## src/rtl/mvps_pkg.sv

```systemverilog
// Shared types, constants and helper functions for the memory pattern search unit.
package mvps_pkg;

    localparam int LANES      = 8;
    localparam int BEAT_BYTES = 8;
    localparam int NLANE      = (LANES < BEAT_BYTES) ? LANES : BEAT_BYTES;

    localparam int DATA_W     = 8 * BEAT_BYTES;
    localparam int VB_W       = 4;
    localparam int ADDR_W     = 39;
    localparam int NEEDLE_W   = 32;
    localparam int COUNT_W    = 24;
    localparam int WIN_BYTES  = 3;
    localparam int WIN_W      = 8 * WIN_BYTES;
    localparam int TCNT_W     = 2;
    localparam int EXT_W      = WIN_W + 8 * NLANE;
    localparam int IDX_W      = (NLANE > 1) ? $clog2(NLANE) : 1;
    localparam int KEEP_W     = $clog2(NLANE + 1);

    localparam int FIFO_DEPTH = 4;
    localparam int PTR_W      = $clog2(FIFO_DEPTH);
    localparam int FILL_W     = PTR_W + 1;

    localparam int PADDR_W    = 3;
    localparam int PDATA_W    = 32;

    localparam logic [COUNT_W-1:0] RESULT_LIMIT_RESET = 24'd1024;

    typedef enum logic [0:0] {
        REG_NEEDLE       = 1'b0,
        REG_RESULT_LIMIT = 1'b1
    } reg_idx_t;

    typedef logic [NLANE-1:0] hit_mask_t;

    // Beat after the lane compare stage
    typedef struct packed {
        hit_mask_t         hits;
        logic [ADDR_W-1:0] addr;
        logic              scan_start;
    } beat_t;

    // Queue entry: hits that survived the result limit
    typedef struct packed {
        hit_mask_t         hits;
        logic [ADDR_W-1:0] addr;
    } entry_t;

    typedef struct packed {
        logic   valid;
        entry_t entry;
    } push_t;

    function automatic logic [IDX_W-1:0] first_one(input hit_mask_t m);
        logic [IDX_W-1:0] idx;
        idx = '0;
        for (int i = NLANE - 1; i >= 0; i--) begin
            if (m[i]) begin
                idx = IDX_W'(i);
            end
        end
        return idx;
    endfunction

endpackage

```

## src/rtl/mvps_lanes.sv

```systemverilog
// Byte-offset compare lanes, trailing window and the first pipeline register.
module mvps_lanes (
    input  logic                                clk,
    input  logic                                rst_n,
    input  logic [mvps_pkg::NEEDLE_W-1:0]       needle,
    input  logic                                in_fire,
    input  logic [mvps_pkg::DATA_W-1:0]         memory_bytes,
    input  logic [mvps_pkg::VB_W-1:0]           valid_bytes,
    input  logic [mvps_pkg::ADDR_W-1:0]         beat_address,
    input  logic                                region_first,
    input  logic                                region_scanned,
    input  logic                                scan_start,
    input  logic                                advance,
    output logic                                s1_valid,
    output mvps_pkg::beat_t                     s1_beat
);

    logic [mvps_pkg::WIN_W-1:0]  hist_reg, hist_next;
    logic [mvps_pkg::TCNT_W-1:0] tcnt_reg, tcnt_next;
    logic [mvps_pkg::TCNT_W-1:0] t_eff;
    logic [mvps_pkg::VB_W-1:0]   n_eff;
    logic [mvps_pkg::VB_W-1:0]   total;
    logic [mvps_pkg::EXT_W-1:0]  ext;
    logic [mvps_pkg::EXT_W-1:0]  ext_shift;
    mvps_pkg::hit_mask_t         hits;
    mvps_pkg::beat_t             s1_reg, s1_next;
    logic                        s1_valid_reg, s1_valid_next;

    always_comb
    begin
        t_eff = (region_first || !region_scanned) ? '0 : tcnt_reg;
        n_eff = (valid_bytes > mvps_pkg::VB_W'(mvps_pkg::NLANE))
              ? mvps_pkg::VB_W'(mvps_pkg::NLANE) : valid_bytes;
        // window bytes sit just below the beat bytes, newest at the top
        ext   = {memory_bytes[8*mvps_pkg::NLANE-1:0], hist_reg};
        for (int q = 0; q < mvps_pkg::NLANE; q++)
        begin
            hits[q] = region_scanned
                    && (ext[8*q +: mvps_pkg::NEEDLE_W] == needle)
                    && ((q + int'(t_eff)) >= mvps_pkg::WIN_BYTES)
                    && (mvps_pkg::VB_W'(q) < n_eff);
        end
        ext_shift = ext >> {n_eff, 3'b000};
        total     = mvps_pkg::VB_W'(t_eff) + n_eff;

        hist_next = hist_reg;
        tcnt_next = tcnt_reg;
        if (in_fire)
        begin
            if (!region_scanned)
            begin
                tcnt_next = '0;
            end
            else
            begin
                hist_next = ext_shift[mvps_pkg::WIN_W-1:0];
                tcnt_next = (total >= mvps_pkg::VB_W'(mvps_pkg::WIN_BYTES))
                          ? mvps_pkg::TCNT_W'(mvps_pkg::WIN_BYTES)
                          : total[mvps_pkg::TCNT_W-1:0];
            end
        end

        s1_next       = s1_reg;
        s1_valid_next = s1_valid_reg;
        if (in_fire)
        begin
            s1_next.hits       = hits;
            s1_next.addr       = beat_address;
            s1_next.scan_start = scan_start;
            s1_valid_next      = 1'b1;
        end
        else if (advance)
        begin
            s1_valid_next = 1'b0;
        end
    end

    always_ff @(posedge clk or negedge rst_n)
    begin
        if (!rst_n)
        begin
            tcnt_reg     <= '0;
            s1_valid_reg <= 1'b0;
        end
        else
        begin
            tcnt_reg     <= tcnt_next;
            s1_valid_reg <= s1_valid_next;
        end
    end

    always_ff @(posedge clk)
    begin
        hist_reg <= hist_next;
        s1_reg   <= s1_next;
    end

    assign s1_valid = s1_valid_reg;
    assign s1_beat  = s1_reg;

endmodule

```

## src/rtl/mvps_merge.sv

```systemverilog
// Merge stage: applies the result limit to the lane hits and keeps the match count.
module mvps_merge (
    input  logic                           clk,
    input  logic                           rst_n,
    input  logic [mvps_pkg::COUNT_W-1:0]   result_limit,
    input  logic                           s1_valid,
    input  mvps_pkg::beat_t                s1_beat,
    input  logic                           fifo_full,
    output logic                           advance,
    output mvps_pkg::push_t                push
);

    logic [mvps_pkg::COUNT_W-1:0] match_count_reg, match_count_next;
    logic [mvps_pkg::COUNT_W-1:0] cnt;
    logic [mvps_pkg::COUNT_W-1:0] room;
    logic [mvps_pkg::KEEP_W-1:0]  room_cap;
    logic [mvps_pkg::KEEP_W-1:0]  running;
    mvps_pkg::hit_mask_t          keep;

    always_comb
    begin
        cnt      = s1_beat.scan_start ? '0 : match_count_reg;
        room     = (result_limit > cnt) ? (result_limit - cnt) : '0;
        room_cap = (room >= mvps_pkg::COUNT_W'(mvps_pkg::NLANE))
                 ? mvps_pkg::KEEP_W'(mvps_pkg::NLANE) : room[mvps_pkg::KEEP_W-1:0];
        // keep hits in address order until the remaining budget is used up
        running = '0;
        for (int q = 0; q < mvps_pkg::NLANE; q++)
        begin
            keep[q] = s1_beat.hits[q] && (running < room_cap);
            if (keep[q])
            begin
                running = running + 1'b1;
            end
        end

        advance          = !((|keep) && fifo_full);
        push.valid       = s1_valid && (|keep) && !fifo_full;
        push.entry.hits  = keep;
        push.entry.addr  = s1_beat.addr;

        match_count_next = match_count_reg;
        if (s1_valid && advance)
        begin
            match_count_next = cnt + mvps_pkg::COUNT_W'(running);
        end
    end

    always_ff @(posedge clk or negedge rst_n)
    begin
        if (!rst_n)
        begin
            match_count_reg <= '0;
        end
        else
        begin
            match_count_reg <= match_count_next;
        end
    end

endmodule

```

## src/rtl/mvps_emit.sv

```systemverilog
// Result queue and emitter: one hit address per output item, lowest offset first.
module mvps_emit (
    input  logic                           clk,
    input  logic                           rst_n,
    input  mvps_pkg::push_t                push,
    output logic                           fifo_full,
    output logic                           out_valid,
    input  logic                           out_stall,
    output logic [mvps_pkg::ADDR_W-1:0]    match_address,
    output logic                           last_in_beat
);

    mvps_pkg::entry_t            fifo_mem [mvps_pkg::FIFO_DEPTH];
    logic [mvps_pkg::PTR_W-1:0]  wr_ptr_reg, wr_ptr_next;
    logic [mvps_pkg::PTR_W-1:0]  rd_ptr_reg, rd_ptr_next;
    logic [mvps_pkg::FILL_W-1:0] fill_reg, fill_next;
    mvps_pkg::hit_mask_t         done_reg, done_next;
    mvps_pkg::entry_t            head;
    mvps_pkg::hit_mask_t         cur;
    mvps_pkg::hit_mask_t         sel;
    logic [mvps_pkg::IDX_W-1:0]  idx;
    logic                        last;
    logic                        fire;
    logic                        pop;

    always_comb
    begin
        head = fifo_mem[rd_ptr_reg];
        cur  = head.hits & ~done_reg;
        idx  = mvps_pkg::first_one(cur);
        sel  = mvps_pkg::hit_mask_t'(1) << idx;
        last = (cur & ~sel) == '0;

        out_valid     = fill_reg != '0;
        fifo_full     = fill_reg == mvps_pkg::FILL_W'(mvps_pkg::FIFO_DEPTH);
        // lane q compares window-relative byte q, which lies q-3 past the beat start
        match_address = head.addr + mvps_pkg::ADDR_W'(idx)
                      - mvps_pkg::ADDR_W'(mvps_pkg::WIN_BYTES);
        last_in_beat  = last;

        fire = out_valid && !out_stall;
        pop  = fire && last;

        done_next = done_reg;
        if (fire)
        begin
            done_next = last ? '0 : (done_reg | sel);
        end

        wr_ptr_next = push.valid ? (wr_ptr_reg + 1'b1) : wr_ptr_reg;
        rd_ptr_next = pop ? (rd_ptr_reg + 1'b1) : rd_ptr_reg;
        case ({push.valid, pop})
            2'b10:   fill_next = fill_reg + 1'b1;
            2'b01:   fill_next = fill_reg - 1'b1;
            default: fill_next = fill_reg;
        endcase
    end

    always_ff @(posedge clk or negedge rst_n)
    begin
        if (!rst_n)
        begin
            wr_ptr_reg <= '0;
            rd_ptr_reg <= '0;
            fill_reg   <= '0;
            done_reg   <= '0;
        end
        else
        begin
            wr_ptr_reg <= wr_ptr_next;
            rd_ptr_reg <= rd_ptr_next;
            fill_reg   <= fill_next;
            done_reg   <= done_next;
        end
    end

    always_ff @(posedge clk)
    begin
        if (push.valid)
        begin
            fifo_mem[wr_ptr_reg] <= push.entry;
        end
    end

endmodule

```

## src/rtl/memory_value_pattern_search_unit.sv

```systemverilog
// Top level of the memory pattern search unit: config registers and stage wiring.
//
// Input channel: one memory beat per item (memory_bytes, valid_bytes, beat_address,
// region_first, region_scanned, scan_start), taken when in_valid is high and
// in_stall is low. A beat can be taken every cycle.
// Output channel: one item per hit, the address of the hit's first byte, in
// address order; last_in_beat marks the final hit of a beat. Beats with no
// reported hits give no output item.
// Path: a taken beat is registered in the lane stage, then its hits are queued.
// Throughput: one beat per cycle in while in_stall is low, one hit per cycle out
// while out_stall is low; eight compare lanes check every byte offset of a beat in
// the same cycle; the one output port sets the rate when beats carry several hits.
// A four-entry hit queue sits between the merge stage and the output. When the
// receiver stalls the queue fills, and once it is full and a beat with hits is
// waiting, in_stall rises; beats are not lost.
// Config: needle at 0x0, result_limit at 0x4. The user writes them only while idle;
// the block does not enforce this. Reset: window, match count, queue and pipeline
// are emptied; needle is 0 and result_limit is 1024.
module memory_value_pattern_search_unit (
    input  logic                            clk,
    input  logic                            rst_n,
    input  logic                            psel,
    input  logic                            penable,
    input  logic                            pwrite,
    input  logic [mvps_pkg::PADDR_W-1:0]    paddr,
    input  logic [mvps_pkg::PDATA_W-1:0]    pwdata,
    output logic [mvps_pkg::PDATA_W-1:0]    prdata,
    output logic                            pready,
    input  logic                            in_valid,
    output logic                            in_stall,
    input  logic [mvps_pkg::DATA_W-1:0]     memory_bytes,
    input  logic [mvps_pkg::VB_W-1:0]       valid_bytes,
    input  logic [mvps_pkg::ADDR_W-1:0]     beat_address,
    input  logic                            region_first,
    input  logic                            region_scanned,
    input  logic                            scan_start,
    output logic                            out_valid,
    input  logic                            out_stall,
    output logic [mvps_pkg::ADDR_W-1:0]     match_address,
    output logic                            last_in_beat
);

    logic [mvps_pkg::NEEDLE_W-1:0] needle_reg, needle_next;
    logic [mvps_pkg::COUNT_W-1:0]  limit_reg, limit_next;
    logic                          cfg_write;
    mvps_pkg::reg_idx_t            reg_idx;
    logic                          in_fire;
    logic                          s1_valid;
    mvps_pkg::beat_t               s1_beat;
    logic                          advance;
    mvps_pkg::push_t               push;
    logic                          fifo_full;

    assign pready    = 1'b1;
    assign cfg_write = psel && penable && pwrite && pready;
    assign reg_idx   = mvps_pkg::reg_idx_t'(paddr[2]);

    always_comb
    begin
        needle_next = needle_reg;
        limit_next  = limit_reg;
        prdata      = '0;
        case (reg_idx)
            mvps_pkg::REG_NEEDLE:
            begin
                prdata = needle_reg;
                if (cfg_write)
                begin
                    needle_next = pwdata;
                end
            end
            mvps_pkg::REG_RESULT_LIMIT:
            begin
                prdata = mvps_pkg::PDATA_W'(limit_reg);
                if (cfg_write)
                begin
                    limit_next = pwdata[mvps_pkg::COUNT_W-1:0];
                end
            end
            default:
            begin
                prdata = '0;
            end
        endcase
    end

    always_ff @(posedge clk or negedge rst_n)
    begin
        if (!rst_n)
        begin
            needle_reg <= '0;
            limit_reg  <= mvps_pkg::RESULT_LIMIT_RESET;
        end
        else
        begin
            needle_reg <= needle_next;
            limit_reg  <= limit_next;
        end
    end

    assign in_stall = s1_valid && !advance;
    assign in_fire  = in_valid && !in_stall;

    mvps_lanes u_lanes (
        .clk            (clk),
        .rst_n          (rst_n),
        .needle         (needle_reg),
        .in_fire        (in_fire),
        .memory_bytes   (memory_bytes),
        .valid_bytes    (valid_bytes),
        .beat_address   (beat_address),
        .region_first   (region_first),
        .region_scanned (region_scanned),
        .scan_start     (scan_start),
        .advance        (advance),
        .s1_valid       (s1_valid),
        .s1_beat        (s1_beat)
    );

    mvps_merge u_merge (
        .clk          (clk),
        .rst_n        (rst_n),
        .result_limit (limit_reg),
        .s1_valid     (s1_valid),
        .s1_beat      (s1_beat),
        .fifo_full    (fifo_full),
        .advance      (advance),
        .push         (push)
    );

    mvps_emit u_emit (
        .clk           (clk),
        .rst_n         (rst_n),
        .push          (push),
        .fifo_full     (fifo_full),
        .out_valid     (out_valid),
        .out_stall     (out_stall),
        .match_address (match_address),
        .last_in_beat  (last_in_beat)
    );

`ifndef ASSERT_OFF
    // input back-pressure only ever comes from a held beat in the first stage
    a_stall_needs_beat: assert property (@(posedge clk) disable iff (!rst_n)
        in_stall |-> s1_valid)
        else $error("in_stall without a beat in the lane stage");

    // and only when the hit queue is full
    a_stall_needs_full: assert property (@(posedge clk) disable iff (!rst_n)
        in_stall |-> fifo_full)
        else $error("in_stall while the hit queue has room");

    // a beat's hits keep coming until the one marked last
    a_beat_not_cut: assert property (@(posedge clk) disable iff (!rst_n)
        (out_valid && !out_stall && !last_in_beat) |=> out_valid)
        else $error("hits of a beat dropped before its last one");
`endif

endmodule

```

## config.mk

```make
export PLATFORM = sky130hd
export DESIGN_NAME = memory_value_pattern_search_unit
export DESIGN_NICKNAME = d
export VERILOG_FILES = /design/src/rtl/mvps_pkg.sv /design/src/rtl/mvps_lanes.sv /design/src/rtl/mvps_merge.sv /design/src/rtl/mvps_emit.sv /design/src/rtl/memory_value_pattern_search_unit.sv
export SDC_FILE = /design/constraint.sdc
export NUM_CORES = 1
export LEC_CHECK = 0
export ABC_AREA = 0
export BUFFER_PORTS_ARGS = -buffer_cell sky130_fd_sc_hd__buf_2
export CORE_ASPECT_RATIO = 1.4
export CORE_MARGIN = 3
export CORE_UTILIZATION = 50
export DETAILED_ROUTE_END_ITERATION = 10
export MAX_ROUTING_LAYER = met4
export PLACE_DENSITY_LB_ADDON = 0.12
export SLEW_MARGIN = 20
export SYNTH_ARGS = -nofsm -noshare
export SYNTH_HDL_FRONTEND = slang
export SYNTH_SLANG_ARGS = --single-unit
```

## constraint.sdc

```tcl
create_clock -name clk -period 23.4 [get_ports clk]
set_input_delay 4.68 -clock clk [delete_from_list [all_inputs] [get_ports clk]]
set_output_delay 4.68 -clock clk [all_outputs]
set_load 0.02 [all_outputs]
```

After elaboration in Yosys (flattened, before gate mapping)
Memory sizes are Yosys's and may differ from the RTL's.
Cells that the tools add are included.
{ "word_totals": {"ff_bits": 170, "latch_bits": 0, "ram_bits": 188, "romBits": 0, "out_inout_bits": 75, "elab_cells": 170, "n_memories": 1} }
{ "mem_list": {"columns": ["name", "words", "width", "read_ports", "rd_clocked_by_memory_dff", "wr", "line", "rtl"], "rows": [
  ["u_emit.fifo_mem", 4, 47, 1, 0, 1, "mvps_emit.sv:13", "mvps_pkg::entry_t fifo_mem [mvps_pkg::FIFO_DEPTH];"]
]} }
{ "op_classes": {"addsub": 23, "mul": 0, "n_div": 0, "order_cmp": 28, "eq_ne": 12, "n_shift": 2, "muxes": 30, "bitwise_logic": 6, "n_reduce_logical": 55} }
{ "ops": {"columns": ["cell", "count"], "rows": [
  ["$eq A32 B32 Y1", 8],
  ["$ge A32 B3 Y1 const B", 7],
  ["$shr A88 B7 Y24", 1],
  ["$pmux W32 S2", 1],
  ["$mux W24", 2],
  ["$logic_and A1 B1 Y1", 42],
  ["$add A39 B3 Y39", 1],
  ["$sub A39 B2 Y39 const B", 1],
  ["$mux W4", 9],
  ["$add A24 B4 Y24", 1],
  ["$add A4 B1 Y4 const B", 6],
  ["$ge A24 B4 Y1 const B", 1],
  ["$gt A24 B24 Y1", 1],
  ["$lt A4 B4 Y1", 6],
  ["$mux W3", 8],
  ["$sub A24 B24 Y24", 1],
  ["$add A3 B2 Y4 const A", 4],
  ["$and A8 B8 Y8", 2],
  ["$lt A3 B4 Y1 const A", 4],
  ["$not A8 Y8", 2],
  ["$lt A1 B4 Y1 const A", 3],
  ["$logic_not A8 Y1", 1],
  ["$lt A2 B4 Y1 const A", 2],
  ["$mux W8", 1],
  ["27 further kinds", 41]
]} }

Longest topological paths before layout
Gate-level depths: netlist of the first run.
{ "depth": {"depth_word": 34, "ltp_mapped": 75} }

Hierarchy
A second synthesis of the first run with hierarchy kept.
{ "hier_totals": {"cells_unflattened": 2238, "area_unflattened_um2": 24384.6} }
{ "by_module_without_submodules": {"columns": ["module", "instances", "cells_per_inst", "area_each_um2", "seq_area_each_um2"], "rows": [
  ["mvps_emit", 1, 672, 9879.5, 6020.8],
  ["mvps_lanes", 1, 787, 7209.4, 2237.1],
  ["mvps_merge", 1, 620, 4678.2, 600.6],
  ["memory_value_pattern_search_unit", 1, 159, 2617.5, 1402.6]
]} }

Worst setup path before layout of the first run
OpenSTA, ideal clock, no wires.
{ "synth_path": {"kind": "register -> output", "start": "reg u_lanes.s1_reg, in the netlist u_lanes.s1_beat[0]", "end": "out in_stall", "arrival_time_ns": 11.513, "required_time_ns": 18.720, "path_slack_ns": 7.207, "path_stages_with_launch": 60, "path_buffers": 3, "path_cell_list": "edfxtp_1 clkbuf_1 clkbuf_1 nor2b_1 ha_1 fa_1 nand2b_1 a21oi_2 a311oi_1 o311ai_1 and3_1 o211ai_1 or4_1 buf_2 or2_1 o311ai_0 inv_1 ha_1 [24 not listed] a21oi_2 mux2i_1 inv_1 ha_1 o21a_1 o21ai_0 nand2_1 o21ai_2 o21ai_0 xnor2_1 ha_1 a21oi_1 nand3_1 inv_1 nand3_2 nand4_4 nand2_1 nor2_1"} }
{ "synth_rtl": {"columns": ["item", "line", "rtl"], "rows": [
  ["start, declared", "mvps_lanes.sv:26", "mvps_pkg::beat_t s1_reg, s1_next;"],
  ["start signal, assigned", "mvps_lanes.sv:95", "s1_reg <= s1_next;"],
  ["end, declared", "memory_value_pattern_search_unit.sv:30", "output logic in_stall,"]
]} }

==> results of run 1 <==
## path summary, 6_finish.rpt
| path | start | to | slack (ns) | cells past startpoint |
|---|---|---|---|---|
| worst min-delay path | u_merge.match_count_reg[4] | u_merge.match_count_reg[4] | 0.49 | 1 |
| min in group asynchronous | rst_n | limit_reg[15] | 4.15 | 1 |
| worst min register to register | u_merge.match_count_reg[4] | u_merge.match_count_reg[4] | 0.49 | 1 |
| worst max register to register | u_lanes.s1_beat[0] | u_merge.match_count_reg[22] | 6.34 | 69 |
| worst max-delay path | u_lanes.s1_beat[0] | in_stall | 4.22 | 56 |
| max in group asynchronous | rst_n | u_emit.rd_ptr_reg[0] | 17.98 | 2 |
## cell families (layout without fill, tap and decap cells)
kind of cell,count (synthesis),after routing,synth area share [%]
AND/OR/NAND/NOR,528,528,11.95
adder cells (fa/ha/maj),102,102,5.569
buffers and inverters,277,441,4.592
multiplexers,210,210,12.54
flip-flops,358,358,43.58
other,2,4,0.03190
AO/OA/AOI/OAI,345,345,9.842
XOR/XNOR,318,318,11.89
## through the flow
step	setup slack (ns)	util, %	hold WS [ns]	instance area (sq um)
2_1_floorplan	7.207	-	0.4495	23540
3_3_place_gp	4.863	54.14	0.4620	25070
3_5_place_dp	4.831	54.14	0.4750	25070
4_1_cts	4.217	56.79	0.4896	26300
5_1_grt	2.977	56.80	0.5090	26310
6_report	4.219	56.80	0.4876	26310
## placed cells by master (no fill, tap or decap), drive strengths merged, types with 7 or more instances in the layout
master / instances
ha: 96
a221o: 8
mux2i: 46
o22ai: 10
o21a: 15
nand2b: 46
inv: 126
a31oi: 11
o21ai: 82
or3: 7
a21oi: 91
nor3: 32
xor2: 166
dfrtp: 97
clkinv: 8
a221oi: 7
and2: 17
a21boi: 9
xnor2: 152
nand3: 38
mux2: 107
nand2: 118
clkbuf: 50
a21o: 22
nand4: 49
a311oi: 8
nor2: 91
mux4: 57
buf: 251
and3: 18
a211oi: 18
o211ai: 9
nor4: 54
nor2b: 32
edfxtp: 260
## power by group through the flow
stage                     Combinational (uW)  Sequential, uW  Clock [uW]
after global routing                    2430            1000         642
final                                   2210             986         603
after detailed placement                2210             998           0
after CTS                               2220             986         617
after global placement                  2170             989           0
after floorplan                         1670             911           0
## layout make-up
cell class	count	area, sq um	area share (%)
multi-input cells	1505	12250	46.55
flip-flops and latches	358	10270	39.03
repair buffers	251	1329	5.051
clock buffers	50	1016	3.862
well taps	617	772.0	2.935
inverters	123	461.7	1.755
clock inverters	17	210.2	0.7991
diodes	2	5.005	0.01903
## layer usage
metal  up-vias  track usage [%]  wire length, microns
li1       8037                -                     -
met5         -                -                     0
met2       732            49.36                 35450
met3       216            3.990                  4299
met4         0            12.32                  3689
met1      8531            34.14                 27490
==> impl_metrics.env, run 1 <==
export IMPL_placed_cells=2854
export IMPL_worstSetupStartpointType="flop"
export IMPL_p_comb_share_pct=58.1
export IMPL_crit_type="reg -> out"
export IMPL_synth_common_cells="edfxtp_1, xor2_1, xnor2_1, inv_1, nand2_1"
export IMPL_synth_distinct_cells=96
export IMPL_wire_per_inst_microns=24.27
export IMPL_drcViolationCount=0
export IMPL_grt_first_pass_wirelength_microns=107700
export IMPL_nets=2529
export IMPL_crit_family="compound AO/OA/AOI/OAI gates"
export IMPL_avgSynthCellArea_sq_um=11.00
export IMPL_vias=17516
export IMPL_synth_edf_count=260
export IMPL_h_tree_depth=2
export IMPL_cp_arrival_ns=14.50
export IMPL_synthFlopType="edfxtp_1"
export IMPL_synth_top_area_share_pct=33.16
export IMPL_max_slew_margin_pct=37.44
export IMPL_timing_setup_tns_ns=0
export IMPL_insertion_delay_ns=0.54
export IMPL_grt_start_max_net_pins=53
export IMPL_cts_sinks=358
export IMPL_maxCapViolations=0
export IMPL_firstDrtPassIters=5
export IMPL_largest_reg_flops=188
export IMPL_status="complete, no violations"
export IMPL_num_rows=93
export IMPL_crit_required_ns=18.72
export IMPL_num_fill_cells=4043
export IMPL_yosys_area_top_type="edfxtp_1"
export IMPL_p_leak_uw=0.01054
export IMPL_clk_pin_slew_ns=0.06
export IMPL_antenna_found_initial=2
export IMPL_slowest_delay_ns=0.95
export IMPL_rsz0062_at_grt="false"
export IMPL_syn_nets=2393
export IMPL_switchingPower_uw=1717
export IMPL_ios=227
export IMPL_pwr_share_clk_pct=15.9
export IMPL_port_buffers=223
export IMPL_via_per_inst=5.992
export IMPL_layout_min_cycle_time_ns=19.18
export IMPL_critPathSlowestCell="edfxtp_1"
export IMPL_area_growth_synth_to_final_pct=11.73
export IMPL_powerDensity_nw_per_um2=144.3
export IMPL_drive_gt1_share_pct=21.74
export IMPL_core_area_sq_um=46310
export IMPL_ys_seq_elements=358
export IMPL_post_cts_resized=0
export IMPL_gp_congestion=1.025
export IMPL_async_flop_share_pct=27.37
export IMPL_hold_viol_final=0
export IMPL_yosysMostFrequentCell="edfxtp_1"
export IMPL_syn_inst=2140
export IMPL_hold_path_class="reg -> reg"
export IMPL_finalMaxSlewViolations=0
export IMPL_end_kind="output pin"
export IMPL_cts_tree="yes"
export IMPL_grt_pass1_vias=18080
export IMPL_ys_warn_count=0
export IMPL_die_w_microns=189.4
export IMPL_die_area_sq_um=49760
export IMPL_yosysSeqAreaShare_pct=43.58
export IMPL_skew_ns=0.02389
export IMPL_dieHeight_microns=262.8
export IMPL_worstMarginPinSlew_ns=0.9286
export IMPL_p_total_uw=3796
export IMPL_power_frac_seq_pct=26.0
export IMPL_clockBufferDepth=3
export IMPL_synth_cell_area_sq_um=23540
export IMPL_ant_nets=0
export IMPL_numCtsBuffers=37
export IMPL_cts_setup_buffers=0
export IMPL_period_share_pct=81.97
export IMPL_cts_root_buf="clkbuf_16"
export IMPL_wl_microns=70930
export IMPL_grt_usage_pct=28.89
export IMPL_critPathMaxFanout=34
export IMPL_p_int_uw=2079
export IMPL_initial_utilization_pct=50.84
export IMPL_postCtsHoldBufs=0
export IMPL_place_hpwl_microns=51870
export IMPL_overflow=0
export IMPL_synth_area_leaders="edfxtp_1, dfrtp_1, xor2_1"
export IMPL_setup_viol=0
export IMPL_fmax_ghz=0.05214
export IMPL_cp_num_buf_inv=5
export IMPL_cpMostUsedCell="ha_1"
export IMPL_fin_cells=2923
export IMPL_switching_share_pct=45.24
export IMPL_vdd_drop_max_mv=0.1965
export IMPL_first_iter_violations=1218
Note: power is estimated with default switching activity, not from simulation.
==> run 2: changes to the inputs <==
--- a/config.mk
+++ b/config.mk
@@ -5,7 +5,7 @@
 export SDC_FILE = /design/constraint.sdc
 export NUM_CORES = 1
 export LEC_CHECK = 0
-export ABC_AREA = 0
+export ABC_AREA = 1
 export BUFFER_PORTS_ARGS = -buffer_cell sky130_fd_sc_hd__buf_2
 export CORE_ASPECT_RATIO = 1.4
 export CORE_MARGIN = 3
==> constraint.sdc (replaced) <==
create_clock -name clk -period 17.7 [get_ports clk]
set_input_delay 3.54 -clock clk [delete_from_list [all_inputs] [get_ports clk]]
set_output_delay 3.54 -clock clk [all_outputs]
set_load 0.02 [all_outputs]
==> run 2 against run 1 <==
Against the previous run: sequential share of layout area hardly changed; critical path depth is 12 higher; register-to-register slack worse by 2.3 ns; critical path type unchanged; power is 30% higher; clock power is 29% higher; sequential power is 28% higher; global-route usage is 9.2 points higher.
==> impl_metrics.env, run 2 <==
export IMPL_first_iter_violations=2173
export IMPL_final_common_cell="nand2_1"
export IMPL_timing_setup_tns_ns=0
export IMPL_via_per_inst=6.028
export IMPL_h_tree_depth=2
export IMPL_drcViolationCount=0
export IMPL_dieHeight_microns=262.3
export IMPL_period_share_pct=85.87
export IMPL_insertion_delay_ns=0.57
export IMPL_wire_per_inst_microns=25.48
export IMPL_maxCapViolations=0
export IMPL_cts_tree="yes"
export IMPL_initial_utilization_pct=50.79
export IMPL_grt_usage_pct=38.08
export IMPL_overflow=0
export IMPL_largest_reg_flops=188
export IMPL_critPathSlowestCell="edfxtp_1"
export IMPL_powerDensity_nw_per_um2=187.4
export IMPL_power_frac_seq_pct=25.6
export IMPL_numCtsBuffers=36
export IMPL_critPathMaxFanout=16
export IMPL_synth_cell_area_sq_um=23460
export IMPL_clockBufferDepth=3
export IMPL_fmax_ghz=0.06579
export IMPL_layout_common_cells="nand2_1, inv_1, edfxtp_1, buf_2, o21ai_0"
export IMPL_ys_seq_elements=358
export IMPL_vias=22249
export IMPL_syn_nets=3137
export IMPL_cts_sinks=358
export IMPL_drive_gt1_share_pct=12.98
export IMPL_vdd_drop_max_mv=0.3036
export IMPL_setup_viol=0
export IMPL_skew_ns=0.04515
export IMPL_gp_congestion=1.086
export IMPL_firstDrtPassIters=8
export IMPL_switching_share_pct=49.82
export IMPL_yosysMostFrequentCell="nand2_1"
export IMPL_worstSetupStartpointType="flop"
export IMPL_synth_top_area_share_pct=33.28
export IMPL_synth_distinct_cells=58
export IMPL_grt_start_max_net_pins=79
export IMPL_crit_type="reg -> out"
export IMPL_grt_pass1_vias=21686
export IMPL_slowest_delay_ns=0.58
export IMPL_max_slew_margin_pct=23.92
export IMPL_crit_required_ns=14.16
export IMPL_area_growth_synth_to_final_pct=11.96
export IMPL_antenna_found_initial=6
export IMPL_hold_path_class="reg -> reg"
export IMPL_cpMostUsedCell="nand2_1"
export IMPL_async_flop_share_pct=27.37
export IMPL_avgSynthCellArea_sq_um=8.135
export IMPL_pwr_share_clk_pct=15.8
export IMPL_synthFlopType="edfxtp_1"
export IMPL_synth_common_cells="nand2_1, inv_1, edfxtp_1, o21ai_0, nor2_1"
export IMPL_wl_microns=94060
export IMPL_die_w_microns=189.1
export IMPL_whs_ns=0.4813
export IMPL_post_cts_resized=0
export IMPL_ios=227
export IMPL_die_area_sq_um=49590
export IMPL_synth_area_leaders="edfxtp_1, nand2_1, dfrtp_1"
export IMPL_p_int_uw=2470
export IMPL_ys_warn_count=0
export IMPL_clk_pin_slew_ns=0.07
export IMPL_status="complete, no violations"
export IMPL_cp_arrival_ns=11.66
export IMPL_nets=3293
export IMPL_synth_edf_count=260
export IMPL_ant_nets=0
export IMPL_grt_first_pass_wirelength_microns=137300
export IMPL_layout_min_cycle_time_ns=15.20
export IMPL_port_buffers=223
export IMPL_yosysSeqAreaShare_pct=43.74
export IMPL_syn_inst=2884
export IMPL_cts_setup_buffers=0
export IMPL_p_leak_uw=0.01171
export IMPL_worstMarginPinSlew_ns=1.137
export IMPL_p_total_uw=4923
export IMPL_place_hpwl_microns=68200
export IMPL_yosys_area_top_type="edfxtp_1"
export IMPL_hold_viol_final=0
export IMPL_switchingPower_uw=2453
export IMPL_p_comb_share_pct=58.6
export IMPL_rsz0062_at_grt="false"
export IMPL_finalMaxSlewViolations=0
export IMPL_postCtsHoldBufs=0
export IMPL_core_area_sq_um=46200
export IMPL_num_rows=93
export IMPL_cts_root_buf="clkbuf_16"
export IMPL_end_kind="output pin"
run 2: through the flow:
step                std cells  util (%)  cell area (sq um)  setup slack, ns
finish                   3691     56.86              26270            2.501
global route             3688     56.84              26260            1.485
CTS                      3683     56.82              26250            2.637
detailed placement       3619     54.23              25050            3.300
global placement         3619     54.23              25050            3.604
floorplan                2884         -              23460            5.166
run 2: cells by family after synthesis:
group                      share of synthesized area [%]
xor gates and xnor gates                           5.712
adders and majority gates                          5.546
other                                            0.03201
buffers and inverters                              8.725
AOI/OAI and AO/OA                                  15.18
and+or+nand+nor                                    21.07
DFF                                                43.74
run 2: routing by layer:
layer	GRT usage [%]	wire [microns]	vias to the layer above
met5	-	0	-
met4	19.96	6418	0
met3	7.139	7900	343
met2	61.50	43870	1253
met1	45.32	35860	10582
li1	-	-	10071
run 2: layout make-up:
cell class              instances  area [sq um]
diodes                          8         20.02
clock buffers                  47          1002
clock inverters                17         191.4
fillers                      4182         19930
inverters                     402          1509
multi-input cells            1993         11200
flip-flops and latches        358         10260
well taps                     617         772.0
repair buffers                249          1314
run 2: power groups by stage:
stage	Clock (uW)	Combinational (uW)	Sequential, uW
3_3_place_gp	0	2730	1260
4_1_cts	785	2850	1250
2_1_floorplan	0	2040	1180
3_5_place_dp	0	2820	1270
5_1_grt	822	3140	1270
6_report	778	2880	1260
run 2: path summary, 6_finish.rpt:
| path | end | cells after the start | slack [ns] | startpoint |
|---|---|---|---|---|
| max in group asynchronous | u_emit.rd_ptr_reg[0] | 2 | 13.43 | rst_n |
| worst min register to register | u_emit.fill_reg[0] | 1 | 0.48 | u_emit.fill_reg[0] |
| worst max-delay path | in_stall | 68 | 2.50 | u_lanes.s1_beat[0] |
| worst max register to register | u_merge.match_count_reg[23] | 87 | 3.99 | u_lanes.s1_beat[0] |
| worst min-delay path | u_emit.fill_reg[0] | 1 | 0.48 | u_emit.fill_reg[0] |
| min in group asynchronous | needle_reg[26] | 1 | 2.96 | rst_n |
run 2: critical path, delay by kind of cell (launching register included):
family                     cells  cell delay (ns)
and+or+nand+nor               43             5.05
adders and majority gates      8             2.15
buffers and inverters         11             1.71
xor gates and xnor gates       4             1.04
DFF                            1             0.58
AOI/OAI and AO/OA              2             0.56
